<file path="config.mk">
export PLATFORM = sky130hd
export DESIGN_NAME = placement_net_model_stamper_core_flat
export DESIGN_NICKNAME = d
export VERILOG_FILES = /design/src/pnms_pkg.sv /design/src/pnms_if.sv /design/src/pnms_div.sv /design/src/pnms_front.sv /design/src/pnms_queue.sv /design/src/pnms_back.sv /design/src/placement_net_model_stamper_core.sv /design/src/flat_wrapper.sv
export SDC_FILE = /design/constraint.sdc
export NUM_CORES = 2
export LEC_CHECK = 0
export ABC_AREA = 1
export BUFFER_PORTS_ARGS = -buffer_cell sky130_fd_sc_hd__buf_2
export CAP_MARGIN = 30
export CORE_AREA = 4 4 567 429
export CTS_BUF_LIST = sky130_fd_sc_hd__clkbuf_4
export DETAILED_ROUTE_END_ITERATION = 8
export DIE_AREA = 0 0 571 433
export GPL_TIMING_DRIVEN = 1
export REMOVE_ABC_BUFFERS = 1
export SLEW_MARGIN = 20
export SYNTH_ARGS = -nofsm -noshare
export SYNTH_HDL_FRONTEND = slang
export SYNTH_SLANG_ARGS = --single-unit
</file>
<file path="constraint.sdc">
create_clock -name i_clk -period 47.6 [get_ports i_clk]
set_input_delay 7.14 -clock i_clk [delete_from_list [all_inputs] [get_ports i_clk]]
set_output_delay 7.14 -clock i_clk [all_outputs]
set_load 0.03 [all_outputs]
</file>
<file path="src/pnms_pkg.sv">
package pnms_pkg;

    localparam int INDEX_BITS   = 16;
    localparam int COORD_BITS   = 16;
    localparam int FRAC_BITS    = 16;
    localparam int W_BITS       = 10;
    localparam int K_BITS       = 8;
    localparam int MAX_NET_SIZE = 255;
    localparam int NUM_BITS     = W_BITS + K_BITS + FRAC_BITS;
    localparam int G_BITS       = NUM_BITS;
    localparam int DIV_CNT_BITS = $clog2(NUM_BITS);
    localparam int Q_BITS       = 32;
    localparam int D_BITS       = 48;
    localparam int PROD_BITS    = G_BITS + COORD_BITS;
    localparam int QUEUE_DEPTH  = 4;
    localparam int QPTR_BITS    = $clog2(QUEUE_DEPTH);
    localparam int APB_ADDR_BITS = 3;
    localparam int APB_DATA_BITS = 32;

    localparam logic [G_BITS-1:0]    Q_MAX   = G_BITS'(32'h7FFF_FFFF);
    localparam logic [PROD_BITS-1:0] D_LIMIT = PROD_BITS'(1) << (D_BITS - 1);

    typedef enum logic [1:0] {KIND_NONE, KIND_CELL, KIND_PIN} t_kind;
    typedef enum logic {REG_NUM_MOVABLE, REG_NUM_TOTAL} t_reg_idx;
    typedef enum logic [1:0] {F_IDLE, F_DIV, F_PUSH} t_front_state;
    typedef enum logic [1:0] {B_IDLE, B_MUL, B_EMIT} t_back_state;

    typedef struct packed {
        t_kind                  kind;
        logic [INDEX_BITS-1:0]  row;
        logic [COORD_BITS-1:0]  x;
        logic [COORD_BITS-1:0]  y;
    } t_node;

    typedef struct packed {
        logic                   cc;
        logic [INDEX_BITS-1:0]  row_a;
        logic [INDEX_BITS-1:0]  row_b;
        logic [COORD_BITS-1:0]  x;
        logic [COORD_BITS-1:0]  y;
        logic [G_BITS-1:0]      g;
        logic                   last;
    } t_conn;

    typedef struct packed {
        logic                start;
        logic [NUM_BITS-1:0] num;
        logic [K_BITS-1:0]   den;
    } t_div_req;

    typedef struct packed {
        logic              done;
        logic [G_BITS-1:0] quot;
    } t_div_rsp;

    function automatic t_node make_node(input logic [INDEX_BITS-1:0] idx,
                                        input logic [COORD_BITS-1:0] x,
                                        input logic [COORD_BITS-1:0] y,
                                        input logic [INDEX_BITS-1:0] nmc,
                                        input logic [INDEX_BITS-1:0] ntot);
        t_node n;
        n.row = idx;
        n.x   = x;
        n.y   = y;
        if (idx < nmc) n.kind = KIND_CELL;
        else if (idx < ntot) n.kind = KIND_PIN;
        else n.kind = KIND_NONE;
        return n;
    endfunction

endpackage

</file>
<file path="src/pnms_if.sv">
interface pnms_in_if;
    import pnms_pkg::*;
    logic                  valid;
    logic                  ready;
    logic [INDEX_BITS-1:0] node_index;
    logic [COORD_BITS-1:0] node_x;
    logic [COORD_BITS-1:0] node_y;
    logic [W_BITS-1:0]     net_weight;
    logic [K_BITS-1:0]     net_size;
    modport source (output valid, node_index, node_x, node_y, net_weight, net_size,
                    input ready);
    modport sink (input valid, node_index, node_x, node_y, net_weight, net_size,
                  output ready);
endinterface

interface pnms_out_if;
    import pnms_pkg::*;
    logic                     valid;
    logic                     ready;
    logic [INDEX_BITS-1:0]    row_index;
    logic [INDEX_BITS-1:0]    col_index;
    logic signed [Q_BITS-1:0] q_delta;
    logic signed [D_BITS-1:0] dx_delta;
    logic signed [D_BITS-1:0] dy_delta;
    logic                     last_stamp;
    modport source (output valid, row_index, col_index, q_delta, dx_delta, dy_delta,
                    last_stamp, input ready);
    modport sink (input valid, row_index, col_index, q_delta, dx_delta, dy_delta,
                  last_stamp, output ready);
endinterface

</file>
<file path="src/pnms_div.sv">
module pnms_div (
    input  logic               i_clk,
    input  logic               i_rst_n,
    input  pnms_pkg::t_div_req i_req,
    output pnms_pkg::t_div_rsp o_rsp
);
    import pnms_pkg::*;

    logic                    r_busy;
    logic                    r_done;
    logic [DIV_CNT_BITS-1:0] r_cnt;
    logic [NUM_BITS-1:0]     r_num;
    logic [K_BITS-1:0]       r_rem;
    logic [K_BITS-1:0]       r_den;
    logic [G_BITS-1:0]       r_quot;
    logic [K_BITS:0]         trial;
    logic [K_BITS:0]         diff;
    logic                    ge;

    // one quotient bit a cycle, restoring
    always_comb begin
        trial = {r_rem, r_num[NUM_BITS-1]};
        diff  = trial - {1'b0, r_den};
        ge    = trial >= {1'b0, r_den};
    end

    always_ff @(posedge i_clk) begin
        if (!i_rst_n) begin
            r_busy <= 1'b0;
            r_done <= 1'b0;
            r_cnt  <= '0;
        end else begin
            r_done <= 1'b0;
            if (i_req.start) begin
                r_busy <= 1'b1;
                r_cnt  <= '0;
            end else if (r_busy) begin
                r_cnt <= r_cnt + 1'b1;
                if (r_cnt == DIV_CNT_BITS'(NUM_BITS - 1)) begin
                    r_busy <= 1'b0;
                    r_done <= 1'b1;
                end
            end
        end
    end

    always_ff @(posedge i_clk) begin
        if (i_req.start) begin
            r_num <= i_req.num;
            r_den <= i_req.den;
            r_rem <= '0;
        end else if (r_busy) begin
            r_rem  <= ge ? diff[K_BITS-1:0] : trial[K_BITS-1:0];
            r_num  <= {r_num[NUM_BITS-2:0], 1'b0};
            r_quot <= {r_quot[G_BITS-2:0], ge};
        end
    end

    assign o_rsp.done = r_done;
    assign o_rsp.quot = r_quot;

endmodule

</file>
<file path="src/pnms_front.sv">
module pnms_front (
    input  logic                              i_clk,
    input  logic                              i_rst_n,
    pnms_in_if.sink                           i_in,
    input  logic [pnms_pkg::INDEX_BITS-1:0]   i_num_movable,
    input  logic [pnms_pkg::INDEX_BITS-1:0]   i_num_total,
    output pnms_pkg::t_conn                   o_push_data,
    output logic                              o_push_valid,
    input  logic                              i_push_ready,
    output pnms_pkg::t_div_req                o_div_req,
    input  pnms_pkg::t_div_rsp                i_div_rsp
);
    import pnms_pkg::*;

    t_front_state          r_state, n_state;
    logic [K_BITS-1:0]     r_count;
    logic [INDEX_BITS-1:0] r_star;
    logic [INDEX_BITS-1:0] r_held_node [0:1];
    logic [COORD_BITS-1:0] r_held_x [0:1];
    logic [COORD_BITS-1:0] r_held_y [0:1];
    t_node                 r_a [0:2];
    t_node                 r_b [0:2];
    logic [2:0]            r_use;
    logic [1:0]            r_ci;
    logic [G_BITS-1:0]     r_g;
    logic                  r_cv;
    logic [W_BITS-1:0]     r_cw;
    logic [K_BITS-1:0]     r_ck;
    logic [G_BITS-1:0]     r_cg;
    logic [W_BITS-1:0]     r_iw;
    logic [K_BITS-1:0]     r_ik;
    logic                  r_div_start;
    logic [NUM_BITS-1:0]   r_num;
    logic [K_BITS-1:0]     r_den;

    logic [K_BITS-1:0]        k;
    logic [W_BITS-1:0]        w;
    logic                     accept, drop, last, star, clique_go, hit, advance, slot_last;
    t_node                    cur, h0, h1, star_node, a0, b0;
    logic [2:0]               use_n;
    logic [K_BITS-1:0]        den, fac;
    logic [W_BITS+K_BITS-1:0] prod;
    logic [NUM_BITS-1:0]      num;
    t_node                    sa, sb;

    function automatic logic live(input t_node a, input t_node b);
        return a.kind != KIND_NONE && b.kind != KIND_NONE
            && !(a.kind == KIND_PIN && b.kind == KIND_PIN);
    endfunction

    always_comb begin
        k      = i_in.net_size;
        w      = i_in.net_weight;
        accept = i_in.valid && i_in.ready;
        drop   = (k < K_BITS'(2)) || (int'(k) > MAX_NET_SIZE);
        last   = ({1'b0, r_count} + (K_BITS+1)'(1)) >= {1'b0, k};
        star   = k > K_BITS'(3);
        cur    = make_node(i_in.node_index, i_in.node_x, i_in.node_y,
                           i_num_movable, i_num_total);
        h0     = make_node(r_held_node[0], r_held_x[0], r_held_y[0],
                           i_num_movable, i_num_total);
        h1     = make_node(r_held_node[1], r_held_x[1], r_held_y[1],
                           i_num_movable, i_num_total);
        star_node.kind = KIND_CELL;
        star_node.row  = i_num_movable + r_star;
        star_node.x    = '0;
        star_node.y    = '0;
        clique_go = !star && last && (r_count != '0);
        a0 = star ? cur : h0;
        b0 = star ? star_node : ((k == K_BITS'(2)) ? cur : h1);
        use_n[0] = (star || clique_go) && live(a0, b0);
        use_n[1] = clique_go && (k == K_BITS'(3)) && live(h1, cur);
        use_n[2] = clique_go && (k == K_BITS'(3)) && live(h0, cur);
        den  = k - K_BITS'(1);
        fac  = star ? k : K_BITS'(1);
        prod = (W_BITS+K_BITS)'(w) * (W_BITS+K_BITS)'(fac);
        num  = {prod, FRAC_BITS'(0)} + NUM_BITS'(den >> 1);
        hit  = r_cv && (r_cw == w) && (r_ck == k);
    end

    // push one connection a cycle unless the queue is full, skipping empty slots
    always_comb begin
        sa = r_a[r_ci];
        sb = r_b[r_ci];
        case (r_ci)
            2'd0:    slot_last = !r_use[1] && !r_use[2];
            2'd1:    slot_last = !r_use[2];
            default: slot_last = 1'b1;
        endcase
        o_push_data.g    = r_g;
        o_push_data.last = slot_last;
        o_push_data.row_b = sb.row;
        if (sa.kind == KIND_PIN) begin
            o_push_data.cc    = 1'b0;
            o_push_data.row_a = sb.row;
            o_push_data.x     = sa.x;
            o_push_data.y     = sa.y;
        end else if (sb.kind == KIND_PIN) begin
            o_push_data.cc    = 1'b0;
            o_push_data.row_a = sa.row;
            o_push_data.x     = sb.x;
            o_push_data.y     = sb.y;
        end else begin
            o_push_data.cc    = 1'b1;
            o_push_data.row_a = sa.row;
            o_push_data.x     = '0;
            o_push_data.y     = '0;
        end
        o_push_valid = (r_state == F_PUSH) && r_use[r_ci];
        advance      = !r_use[r_ci] || i_push_ready;
    end

    always_comb begin
        n_state = r_state;
        case (r_state)
            F_IDLE: begin
                if (accept && !drop && (use_n != '0)) n_state = hit ? F_PUSH : F_DIV;
            end
            F_DIV: begin
                if (i_div_rsp.done) n_state = F_PUSH;
            end
            F_PUSH: begin
                if (advance && r_ci == 2'd2) n_state = F_IDLE;
            end
            default: n_state = F_IDLE;
        endcase
    end

    assign i_in.ready = (r_state == F_IDLE);
    assign o_div_req.start = r_div_start;
    assign o_div_req.num   = r_num;
    assign o_div_req.den   = r_den;

    always_ff @(posedge i_clk) begin
        if (!i_rst_n) begin
            r_state     <= F_IDLE;
            r_count     <= '0;
            r_star      <= '0;
            r_cv        <= 1'b0;
            r_div_start <= 1'b0;
            r_ci        <= '0;
        end else begin
            r_state     <= n_state;
            r_div_start <= 1'b0;
            if (accept) begin
                if (drop) begin
                    r_count <= '0;
                end else begin
                    r_count <= last ? '0 : r_count + 1'b1;
                    if (star && last) r_star <= r_star + 1'b1;
                    r_ci <= '0;
                    if (!hit && use_n != '0) r_div_start <= 1'b1;
                end
            end
            if (r_state == F_DIV && i_div_rsp.done) r_cv <= 1'b1;
            if (r_state == F_PUSH && advance) r_ci <= (r_ci == 2'd2) ? 2'd0 : r_ci + 1'b1;
        end
    end

    always_ff @(posedge i_clk) begin
        if (accept && !drop) begin
            if (r_count < K_BITS'(2)) begin
                r_held_node[r_count[0]] <= i_in.node_index;
                r_held_x[r_count[0]]    <= i_in.node_x;
                r_held_y[r_count[0]]    <= i_in.node_y;
            end
            r_a[0] <= a0;  r_b[0] <= b0;
            r_a[1] <= h1;  r_b[1] <= cur;
            r_a[2] <= h0;  r_b[2] <= cur;
            r_use  <= use_n;
            r_iw   <= w;
            r_ik   <= k;
            r_num  <= num;
            r_den  <= den;
            if (hit) r_g <= r_cg;
        end
        if (r_state == F_DIV && i_div_rsp.done) begin
            r_g  <= i_div_rsp.quot;
            r_cg <= i_div_rsp.quot;
            r_cw <= r_iw;
            r_ck <= r_ik;
        end
    end

endmodule

</file>
<file path="src/pnms_queue.sv">
module pnms_queue (
    input  logic            i_clk,
    input  logic            i_rst_n,
    input  pnms_pkg::t_conn i_push_data,
    input  logic            i_push_valid,
    output logic            o_push_ready,
    output pnms_pkg::t_conn o_pop_data,
    output logic            o_pop_valid,
    input  logic            i_pop_ready
);
    import pnms_pkg::*;

    t_conn                r_mem [0:QUEUE_DEPTH-1];
    logic [QPTR_BITS-1:0] r_wp, r_rp;
    logic [QPTR_BITS:0]   r_cnt;
    logic                 push, pop;

    assign o_push_ready = r_cnt != (QPTR_BITS+1)'(QUEUE_DEPTH);
    assign o_pop_valid  = r_cnt != '0;
    assign o_pop_data   = r_mem[r_rp];
    assign push = i_push_valid && o_push_ready;
    assign pop  = o_pop_valid && i_pop_ready;

    always_ff @(posedge i_clk) begin
        if (!i_rst_n) begin
            r_wp  <= '0;
            r_rp  <= '0;
            r_cnt <= '0;
        end else begin
            if (push) r_wp <= r_wp + 1'b1;
            if (pop) r_rp <= r_rp + 1'b1;
            if (push && !pop) r_cnt <= r_cnt + 1'b1;
            else if (pop && !push) r_cnt <= r_cnt - 1'b1;
        end
    end

    always_ff @(posedge i_clk) begin
        if (push) r_mem[r_wp] <= i_push_data;
    end

endmodule

</file>
<file path="src/pnms_back.sv">
module pnms_back (
    input  logic            i_clk,
    input  logic            i_rst_n,
    input  pnms_pkg::t_conn i_pop_data,
    input  logic            i_pop_valid,
    output logic            o_pop_ready,
    pnms_out_if.source      o_out
);
    import pnms_pkg::*;

    t_back_state            r_state, n_state;
    t_conn                  r_cmd;
    logic [PROD_BITS-1:0]   r_px, r_py;
    logic [1:0]             r_st;
    logic                   r_ov;
    logic [INDEX_BITS-1:0]  r_row, r_col;
    logic [Q_BITS-1:0]      r_q;
    logic [D_BITS-1:0]      r_dx, r_dy;
    logic                   r_last;

    logic                   load, final_step;
    logic [Q_BITS-1:0]      q, nq;
    logic [D_BITS-1:0]      ndx, ndy;
    logic [INDEX_BITS-1:0]  s_row, s_col;
    logic [Q_BITS-1:0]      s_q;

    always_comb begin
        q   = (r_cmd.g > Q_MAX) ? Q_MAX[Q_BITS-1:0] : r_cmd.g[Q_BITS-1:0];
        nq  = -q;
        ndx = -((r_px > D_LIMIT) ? D_LIMIT[D_BITS-1:0] : r_px[D_BITS-1:0]);
        ndy = -((r_py > D_LIMIT) ? D_LIMIT[D_BITS-1:0] : r_py[D_BITS-1:0]);
        final_step = !r_cmd.cc || (r_st == 2'd3);
        load = (r_state == B_EMIT) && (!r_ov || o_out.ready);
        case (r_st)
            2'd0:    begin s_row = r_cmd.row_a; s_col = r_cmd.row_a; s_q = q;  end
            2'd1:    begin s_row = r_cmd.row_b; s_col = r_cmd.row_b; s_q = q;  end
            2'd2:    begin s_row = r_cmd.row_a; s_col = r_cmd.row_b; s_q = nq; end
            default: begin s_row = r_cmd.row_b; s_col = r_cmd.row_a; s_q = nq; end
        endcase
    end

    always_comb begin
        n_state = r_state;
        case (r_state)
            B_IDLE:  if (i_pop_valid) n_state = B_MUL;
            B_MUL:   n_state = B_EMIT;
            B_EMIT:  if (load && final_step) n_state = B_IDLE;
            default: n_state = B_IDLE;
        endcase
    end

    assign o_pop_ready = (r_state == B_IDLE);

    always_ff @(posedge i_clk) begin
        if (!i_rst_n) begin
            r_state <= B_IDLE;
            r_ov    <= 1'b0;
        end else begin
            r_state <= n_state;
            if (load) r_ov <= 1'b1;
            else if (o_out.ready) r_ov <= 1'b0;
        end
    end

    always_ff @(posedge i_clk) begin
        if (r_state == B_IDLE && i_pop_valid) r_cmd <= i_pop_data;
        if (r_state == B_MUL) begin
            r_px <= PROD_BITS'(r_cmd.g) * PROD_BITS'(r_cmd.x);
            r_py <= PROD_BITS'(r_cmd.g) * PROD_BITS'(r_cmd.y);
            r_st <= '0;
        end
        if (load) begin
            r_st   <= r_st + 1'b1;
            r_last <= r_cmd.last && final_step;
            if (r_cmd.cc) begin
                r_row <= s_row;
                r_col <= s_col;
                r_q   <= s_q;
                r_dx  <= '0;
                r_dy  <= '0;
            end else begin
                r_row <= r_cmd.row_a;
                r_col <= r_cmd.row_a;
                r_q   <= q;
                r_dx  <= ndx;
                r_dy  <= ndy;
            end
        end
    end

    assign o_out.valid      = r_ov;
    assign o_out.row_index  = r_row;
    assign o_out.col_index  = r_col;
    assign o_out.q_delta    = r_q;
    assign o_out.dx_delta   = r_dx;
    assign o_out.dy_delta   = r_dy;
    assign o_out.last_stamp = r_last;

endmodule

</file>
<file path="src/placement_net_model_stamper_core.sv">
// Net stamper for quadratic placement, clique and star net models.
// i_in takes one net member per request (node index, pin position, net weight
// and net size); o_out gives the matrix stamps it causes (row, column, Q, dx,
// dy), last_stamp marking the final stamp of that member.  Both channels move
// a request when valid and ready are high at a rising edge.  The APB port sets
// the movable cell count (address 0) and the cell plus pin count (address 4);
// write these only while the block is idle.
// A member is taken only while the front is idle; the front then runs the
// bit-serial weight division (start, 34 quotient bits, result) when weight
// or size differs from the last divided pair, and steps through the three
// connection slots in turn.  The back loads each connection, multiplies,
// then emits its stamps (one for a pin connection, four for two cells).
// Net members of the same net share the division.  A four-entry connection
// queue parts front and back; a stalled receiver holds o_out and fills the
// queue, after which i_in.ready drops.  On a divider hit the front skips the
// division and goes straight to pushing connections.
// Synchronous reset clears the net framing, star count, divider cache, queue
// and output valid; registers read back as zero.
module placement_net_model_stamper_core (
    input  logic                                i_clk,
    input  logic                                i_rst_n,
    pnms_in_if.sink                             i_in,
    pnms_out_if.source                          o_out,
    input  logic                                psel,
    input  logic                                penable,
    input  logic                                pwrite,
    input  logic [pnms_pkg::APB_ADDR_BITS-1:0]  paddr,
    input  logic [pnms_pkg::APB_DATA_BITS-1:0]  pwdata,
    output logic [pnms_pkg::APB_DATA_BITS-1:0]  prdata,
    output logic                                pready
);
    import pnms_pkg::*;

    logic [INDEX_BITS-1:0] r_num_movable, r_num_total;
    t_reg_idx              reg_sel;
    t_conn                 push_data, pop_data;
    logic                  push_valid, push_ready, pop_valid, pop_ready;
    t_div_req              div_req;
    t_div_rsp              div_rsp;

    assign pready  = 1'b1;
    assign reg_sel = t_reg_idx'(paddr[2]);

    always_ff @(posedge i_clk) begin
        if (!i_rst_n) begin
            r_num_movable <= '0;
            r_num_total   <= '0;
        end else if (psel && penable && pwrite) begin
            case (reg_sel)
                REG_NUM_MOVABLE: r_num_movable <= pwdata[INDEX_BITS-1:0];
                REG_NUM_TOTAL:   r_num_total   <= pwdata[INDEX_BITS-1:0];
                default:         r_num_total   <= r_num_total;
            endcase
        end
    end

    always_comb begin
        case (reg_sel)
            REG_NUM_MOVABLE: prdata = APB_DATA_BITS'(r_num_movable);
            REG_NUM_TOTAL:   prdata = APB_DATA_BITS'(r_num_total);
            default:         prdata = '0;
        endcase
    end

    pnms_front u_front (
        .i_clk         (i_clk),
        .i_rst_n       (i_rst_n),
        .i_in          (i_in),
        .i_num_movable (r_num_movable),
        .i_num_total   (r_num_total),
        .o_push_data   (push_data),
        .o_push_valid  (push_valid),
        .i_push_ready  (push_ready),
        .o_div_req     (div_req),
        .i_div_rsp     (div_rsp)
    );

    pnms_div u_div (
        .i_clk   (i_clk),
        .i_rst_n (i_rst_n),
        .i_req   (div_req),
        .o_rsp   (div_rsp)
    );

    pnms_queue u_queue (
        .i_clk        (i_clk),
        .i_rst_n      (i_rst_n),
        .i_push_data  (push_data),
        .i_push_valid (push_valid),
        .o_push_ready (push_ready),
        .o_pop_data   (pop_data),
        .o_pop_valid  (pop_valid),
        .i_pop_ready  (pop_ready)
    );

    pnms_back u_back (
        .i_clk       (i_clk),
        .i_rst_n     (i_rst_n),
        .i_pop_data  (pop_data),
        .i_pop_valid (pop_valid),
        .o_pop_ready (pop_ready),
        .o_out       (o_out)
    );

endmodule

</file>
<file path="src/flat_wrapper.sv">
// flat-port wrapper written by rule: the top's interface ports become plain ports
module placement_net_model_stamper_core_flat import pnms_pkg::*;
  (i_clk, i_rst_n, psel, penable, pwrite, paddr, pwdata, prdata, pready, i_in_valid, i_in_node_index, i_in_node_x, i_in_node_y, i_in_net_weight, i_in_net_size, i_in_ready, o_out_valid, o_out_row_index, o_out_col_index, o_out_q_delta, o_out_dx_delta, o_out_dy_delta, o_out_last_stamp, o_out_ready);
  pnms_in_if i_in_i ();
  pnms_out_if o_out_i ();
  input  logic i_clk;
  input  logic i_rst_n;
  input  logic psel;
  input  logic penable;
  input  logic pwrite;
  input  logic [pnms_pkg::APB_ADDR_BITS-1:0] paddr;
  input  logic [pnms_pkg::APB_DATA_BITS-1:0] pwdata;
  output logic [pnms_pkg::APB_DATA_BITS-1:0] prdata;
  output logic pready;
  input wire logic [$bits(i_in_i.valid)-1:0] i_in_valid;
  input wire logic [$bits(i_in_i.node_index)-1:0] i_in_node_index;
  input wire logic [$bits(i_in_i.node_x)-1:0] i_in_node_x;
  input wire logic [$bits(i_in_i.node_y)-1:0] i_in_node_y;
  input wire logic [$bits(i_in_i.net_weight)-1:0] i_in_net_weight;
  input wire logic [$bits(i_in_i.net_size)-1:0] i_in_net_size;
  output wire logic [$bits(i_in_i.ready)-1:0] i_in_ready;
  output wire logic [$bits(o_out_i.valid)-1:0] o_out_valid;
  output wire logic [$bits(o_out_i.row_index)-1:0] o_out_row_index;
  output wire logic [$bits(o_out_i.col_index)-1:0] o_out_col_index;
  output wire logic [$bits(o_out_i.q_delta)-1:0] o_out_q_delta;
  output wire logic [$bits(o_out_i.dx_delta)-1:0] o_out_dx_delta;
  output wire logic [$bits(o_out_i.dy_delta)-1:0] o_out_dy_delta;
  output wire logic [$bits(o_out_i.last_stamp)-1:0] o_out_last_stamp;
  input wire logic [$bits(o_out_i.ready)-1:0] o_out_ready;
  assign i_in_i.valid = i_in_valid;
  assign i_in_i.node_index = i_in_node_index;
  assign i_in_i.node_x = i_in_node_x;
  assign i_in_i.node_y = i_in_node_y;
  assign i_in_i.net_weight = i_in_net_weight;
  assign i_in_i.net_size = i_in_net_size;
  assign i_in_ready = i_in_i.ready;
  assign o_out_valid = o_out_i.valid;
  assign o_out_row_index = o_out_i.row_index;
  assign o_out_col_index = o_out_i.col_index;
  assign o_out_q_delta = o_out_i.q_delta;
  assign o_out_dx_delta = o_out_i.dx_delta;
  assign o_out_dy_delta = o_out_i.dy_delta;
  assign o_out_last_stamp = o_out_i.last_stamp;
  assign o_out_i.ready = o_out_ready;
  placement_net_model_stamper_core u_core (.i_clk(i_clk), .i_rst_n(i_rst_n), .i_in(i_in_i), .o_out(o_out_i), .psel(psel), .penable(penable), .pwrite(pwrite), .paddr(paddr), .pwdata(pwdata), .prdata(prdata), .pready(pready));
endmodule
</file>
Word level (Yosys, flattened, before mapping)
Memory sizes are Yosys's and may differ from the RTL's. A register that Yosys moved wholly into a read port is not among the register bits.
Index checks and enable logic that the tools add are counted.
W data, S select, Z words.
{"block": "totals", "out_inout_bits": 196, "memories": 6, "ramBits": 796, "regBits": 576, "inputBits": 108}
{"block": "classes", "reduce_logical": 86, "bitwise_logic": 6, "order_cmp": 15, "n_eq_ne": 28, "mul": 3, "addsub": 17, "mux": 69}
{"name": "u_core.u_queue.r_mem", "depth": 4, "word_bits": 100, "rd": 1, "rd_clocked_by_memory_dff": 1, "write_ports": 1, "line_no": "pnms_queue.sv:13", "text": "t_conn r_mem [0:QUEUE_DEPTH-1];"}
{"name": "u_core.u_front.r_a", "depth": 3, "word_bits": 50, "rd": 1, "rd_clocked_by_memory_dff": 1, "write_ports": 3, "line_no": "pnms_front.sv:21", "text": "t_node r_a [0:2];"}
{"name": "u_core.u_front.r_b", "depth": 3, "word_bits": 50, "rd": 1, "rd_clocked_by_memory_dff": 1, "write_ports": 3, "line_no": "pnms_front.sv:22", "text": "t_node r_b [0:2];"}
{"name": "u_core.u_front.r_held_node", "depth": 2, "word_bits": 16, "rd": 2, "rd_clocked_by_memory_dff": 0, "write_ports": 1, "line_no": "pnms_front.sv:18", "text": "logic [INDEX_BITS-1:0] r_held_node [0:1];"}
{"name": "u_core.u_front.r_held_x", "depth": 2, "word_bits": 16, "rd": 2, "rd_clocked_by_memory_dff": 0, "write_ports": 1, "line_no": "pnms_front.sv:19", "text": "logic [COORD_BITS-1:0] r_held_x [0:1];"}
{"name": "u_core.u_front.r_held_y", "depth": 2, "word_bits": 16, "rd": 2, "rd_clocked_by_memory_dff": 0, "write_ports": 1, "line_no": "pnms_front.sv:20", "text": "logic [COORD_BITS-1:0] r_held_y [0:1];"}
{"operator": "$mux W34", "n": 5}
{"operator": "$mux W32", "n": 5}
{"operator": "$mux W50", "n": 3}
{"operator": "$gt A50 B48 Y1 const B", "n": 2}
{"operator": "$mul A34 B16 Y50", "n": 2}
{"operator": "$lt A16 B16 Y1", "n": 6}
{"operator": "$mux W48", "n": 2}
{"operator": "$neg A48 Y48", "n": 2}
{"operator": "$mux W16", "n": 4}
{"operator": "$pmux W32 S2", "n": 1}
{"operator": "$mux W2", "n": 22}
{"operator": "$logic_and A1 B1 Y1", "n": 36}
{"operator": "$add A34 B7 Y34", "n": 1}
{"operator": "$gt A34 B31 Y1 const B", "n": 1}
{"operator": "$mux W17", "n": 2}
{"operator": "$mux W8", "n": 4}
{"operator": "$neg A32 Y32", "n": 1}
{"operator": "$eq A2 B2 Y1 const B", "n": 12}
{"operator": "$reduce_bool A2 Y1", "n": 12}
{"operator": "$ge A9 B8 Y1", "n": 2}
{"operator": "$mul A10 B8 Y18", "n": 1}
{"operator": "$add A16 B1 Y16 const B", "n": 1}
{"operator": "$add A16 B16 Y16", "n": 1}
{"operator": "$eq A8 B2 Y1 const B", "n": 2}
{"operator": "other kinds (33)", "n": 94}

Logic depth before layout (Yosys ltp)
An unclocked memory read counts as a cell.
{"block": "logic_depth", "ltp_word": 15, "ltp_mapped": 35, "depth_no_buf": 33}

Cells and area by module
Synthesis repeated with hierarchy kept, for this count alone.
{"block": "hier_totals", "cells_unflattened": 10442, "area_unflattened_um2": 99221.4}
{"module": "pnms_back", "seq_area_each_um2": 10960.5, "n_inst": 1, "cells_per_inst": 6369, "area_each_um2": 52371.5}
{"module": "pnms_front", "seq_area_each_um2": 15024.4, "n_inst": 1, "cells_per_inst": 2413, "area_each_um2": 25762.2}
{"module": "pnms_queue", "seq_area_each_um2": 12191.7, "n_inst": 1, "cells_per_inst": 1035, "area_each_um2": 15442.3}
{"module": "pnms_div", "seq_area_each_um2": 2602.5, "n_inst": 1, "cells_per_inst": 360, "area_each_um2": 3870.0}
{"module": "placement_net_model_stamper_core", "seq_area_each_um2": 640.6, "n_inst": 1, "cells_per_inst": 265, "area_each_um2": 1775.5}

Worst setup path before layout
Ideal clock, no wire load.
{"block": "synth_timing", "kind": "input to register", "from": "input port i_in_valid", "to": "memory u_core.u_front.r_held_node[0][0] (enable)", "slack_ns": 19.353, "setup_time_ns": 0.513, "cell_stages": 4, "n_path_buf": 0, "arrival_time_ns": 27.734, "cell_sequence": "nand2_1 > a21oi_1 > inv_1 > nor3_1"}
{"block": "synth_via", "elab_chain_cells": 4}
{"item": "start, declared", "line_no": "flat_wrapper.sv:15", "text": "input wire logic [$bits(i_in_i.valid)-1:0] i_in_valid;"}
{"item": "$logic_and A1 B1 Y1", "line_no": "pnms_front.sv:54", "text": "accept = i_in.valid && i_in.ready;"}
{"item": "$logic_and A1 B1 Y1", "line_no": "pnms_front.sv:161", "text": "if (accept && !drop) begin"}
{"item": "$mux W1", "line_no": "pnms_front.sv:161"}
{"item": "$mux W1 (implied by the code)", "line_no": "pnms_front.sv:163", "text": "r_held_node[r_count[0]] <= i_in.node_index;"}
{"item": "end, declared", "line_no": "pnms_front.sv:18"}
No other way between the ends.

Worst setup path after layout
{"block": "layout_timing", "from": "input port paddr[2] (netlist name)", "to": "output port prdata[1] (netlist name)"}
{"block": "layout_via", "elab_chain_cells": 2}
{"item": "start, declared", "line_no": "flat_wrapper.sv:11", "text": "input logic [pnms_pkg::APB_ADDR_BITS-1:0] paddr;"}
{"item": "$not A1 Y1", "line_no": "placement_net_model_stamper_core.sv:58", "text": "case (reg_sel)"}
{"item": "$pmux W32 S2 (*)", "line_no": "placement_net_model_stamper_core.sv:58"}
{"item": "end, declared", "line_no": "flat_wrapper.sv:13", "text": "output logic [pnms_pkg::APB_DATA_BITS-1:0] prdata;"}
Mark *: on every way between the ends. The rest lies on a longest branch, timed or not. The select of a mux whose other input is x is not followed.

==> run_results.csv <==
group,metric,value,unit
die,die_h,433,um
sta,skew,191.7,ps
clock_tree,h-tree-depth,5,
cells_and_area,final_cells,13800,
global_routing,grtUsageMet3,0.04248,
clock_tree,clockBufferDepth,4,
detailed_routing,drt_first_pass_iters,6,
cells_and_area,nets,11880,
critical_path,r2r-end,"u_core.u_back.r_py[47]$_DFFE_PP_",
critical_path,worstRegToRegCells,22,
die,die_x,571,um
global_routing,antenna_found_initial,19,
yosys,yosys_register_bits,1408,
global_routing,grt-busiest-layer,"met2",
clock_tree,cts_hold_buf,0,
yosys,mappedNetlistArea,97030,sq um
run,max-cap-violations,0,
cells_and_area,syn_to_final_growth,9.501,%
cells_and_area,drive_above_1_share,0.09582,
die,die-area,247200,sq um
die,fp-row-count,155,
placement,dp_hpwl,175.6,mm
global_routing,grt_pass1_wl,407.3,mm
global_routing,grt_pass1_vias,71970,
clock_tree,root_buffer,"clkbuf_4",
global_routing,track_usage,0.2091,
sta,worst_pin_slew,1000,ps
detailed_routing,drt_wl_total,258.0,mm
yosys,yosysWarnings,0,
yosys,yosysTopAreaCell,"edfxtp_1",
placement,routabilityCongestion,0.9093,
clock_tree,post_cts_buffers,0,
detailed_routing,wl_per_cell,18.70,um
critical_path,worstSetupPathType,"in -> out",
global_routing,grt_util_met1,0.2955,
detailed_routing,drtAntennaViolNets,0,
yosys,synth_area_leaders,"edfxtp_1 41%, fa_1 19%, nand2_1 8.8%",
clock_tree,cts_tree,"built",
critical_path,cp_max_fo,34,
critical_path,crit_path_end_kind,"primary output",
sta,worst_slack,32450,ps
detailed_routing,via_count,70000,
global_routing,grt_max_degree,167,
critical_path,rr_startpoint,"u_core.u_back.r_cmd[16]$_DFFE_PP_",
status,status,"finished clean",
clock_tree,cts_resized,0,
placement,portBuffers,268,
clock_tree,clk_latency,1220,ps
clock_tree,path_clk_slew,70,ps
detailed_routing,drc_errors,0,
critical_path,worstPathArrival,8010,ps
detailed_routing,via_per_inst,5.074,
yosys,synth_top_area_frac,0.4079,
sta,fin_crit,15150,ps
cells_and_area,fin_util,0.4479,
critical_path,reg2reg_slack,40490,ps
clock_tree,cts.sinks,1408,
yosys,async_reset_ff_frac,0,
yosys,syn_inst,10120,
sta,hold_viol_final,0,
global_routing,use_met2,0.3302,
sta,rsz0062_at_grt,"no",
sta,max_freq,66.01,MHz
yosys,post_synth.cell_area_avg,9.589,sq um
sta,drv_slew,0,
yosys,synth-edff-count,1318,
die,core,237200,sq um
clock_tree,numCtsBuffers,353,
detailed_routing,drt-initial-drc-count,5375,
die,io_pins,304,
yosys,yosysUniqueCellTypes,58,
sta,setup_viol,0,
yosys,synth_most_common_cell,"nand2_1",
sta,slew_headroom,0.3244,
min_path,hp-start,"u_core.u_front.r_den[0]$_DFFE_PP_",
global_routing,overflow,0,
min_path,hold_path_depth,0,
min_path,hold_path_class,"reg -> reg",
critical_path,critPathLaunchType,"primary input",
placement,place_ws,32460,ps
yosys,synth_top_cells_by_count,"2269 x nand2_1, 2009 x inv_1, 1318 x edfxtp_1, 943 x fa_1, 797 x nor2_1",
die,start_util,0.4091,
sta,setup_tns,0,ps
yosys,synth_flop_cell,"edfxtp_1",
critical_path,worst_ep_required_time,40460,ps
yosys,yosysSeqAreaShare,0.4265,
sta,post-route-period-util,0.3183,
placement,placedCellCount,13180,
min_path,hold-path-endpoint,"u_core.u_div.r_den[0]$_DFFE_PP_",
logic make-up (layout without fill, tap and decap cells):
family | Yosys count | in the layout | share of synthesized area
flops | 1408 | 1408 | 0.4265
other cells | 2 | 28 | 0.00007740
simple gates | 3377 | 3377 | 0.1370
xor+xnor | 165 | 165 | 0.01489
buf+inv | 2509 | 3021 | 0.09803
compound gates | 1291 | 1291 | 0.07439
fa+ha+maj | 1366 | 1366 | 0.2491
per-stage QoR:
stage	hold slack, ps	instance area [sq um]
detailed placement	404.5	101600
finish	303.8	106200
global placement	401.1	101500
floorplan	400.3	95130
CTS	273.4	106100
global route	319.2	106200
worst max path at each step:
stage,startpoint,endpoint,slack [ps],depth (start not counted)
CTS,paddr[2],prdata[11],32460,4
finish,paddr[2],prdata[1],32450,4
global route,paddr[2],prdata[14],32320,4
detailed placement,paddr[2],prdata[11],32460,4
floorplan,i_in_net_size[6],u_core.u_front.r_held_node[0][0]$_DFFE_PP_,17840,6
global placement,paddr[2],prdata[14],32510,4
sequential cells by signal, indices dropped and copies added (netlist names), 19 cells and up, named ones only:
| register | count |
|---|---|
| u_core.u_back.o_out.dx_delta | 48 |
| u_core.u_back.o_out.dy_delta | 48 |
| u_core.u_back.o_out.q_delta | 32 |
| u_core.u_back.r_cmd | 100 |
| u_core.u_back.r_px | 50 |
| u_core.u_back.r_py | 50 |
| u_core.u_div.r_num | 34 |
| u_core.u_div.r_quot | 34 |
| u_core.u_front.r_a | 150 |
| u_core.u_front.r_b | 100 |
| u_core.u_front.r_cg | 34 |
| u_core.u_front.r_g | 34 |
| u_core.u_front.r_held_node | 32 |
| u_core.u_front.r_held_x | 32 |
| u_core.u_front.r_held_y | 32 |
| u_core.u_front.r_num | 19 |
| u_core.u_queue.r_mem | 400 |
cell type report:
type,instances,area (sq um)
fillers,22580,130900
multi-input cells,6216,46370
flip-flops and latches,1408,41390
inverters,2015,7570
well taps,3140,3929
clock buffers,516,3874
repair buffers,407,2532
clock inverters,83,559.3
diodes,11,27.53
worst max-delay path, stage by stage:
cell,delay (ps)
buf_2,410
nand2_1,110
o21ai_0,100
buf_2,230
cell usage in the layout, fill, tap and decap left out, types with 30 or more instances in the layout:
cell	n
buf_2	269
o41ai_1	52
nand4_1	40
xnor2_1	48
a31oi_1	34
dfxtp_1	88
nand2_1	2266
nor2_1	788
buf_4	121
nand3_1	129
xor2_1	117
inv_1	2003
ha_1	423
edfxtp_1	1318
clkinv_1	56
o31ai_1	30
fa_1	943
a21oi_1	354
nor3_1	51
clkbuf_4	516
o22ai_1	151
o21ai_0	566
routing by layer:
layer	up-vias	wire length (um)
li1	32660	-
met1	34340	114800
met2	2572	116700
met3	412	20810
met4	14	5592
met5	-	92
Power is left out: the tool's default activity adds up to more than one toggle a clock period on the data nets, which glitch-free logic cannot reach.
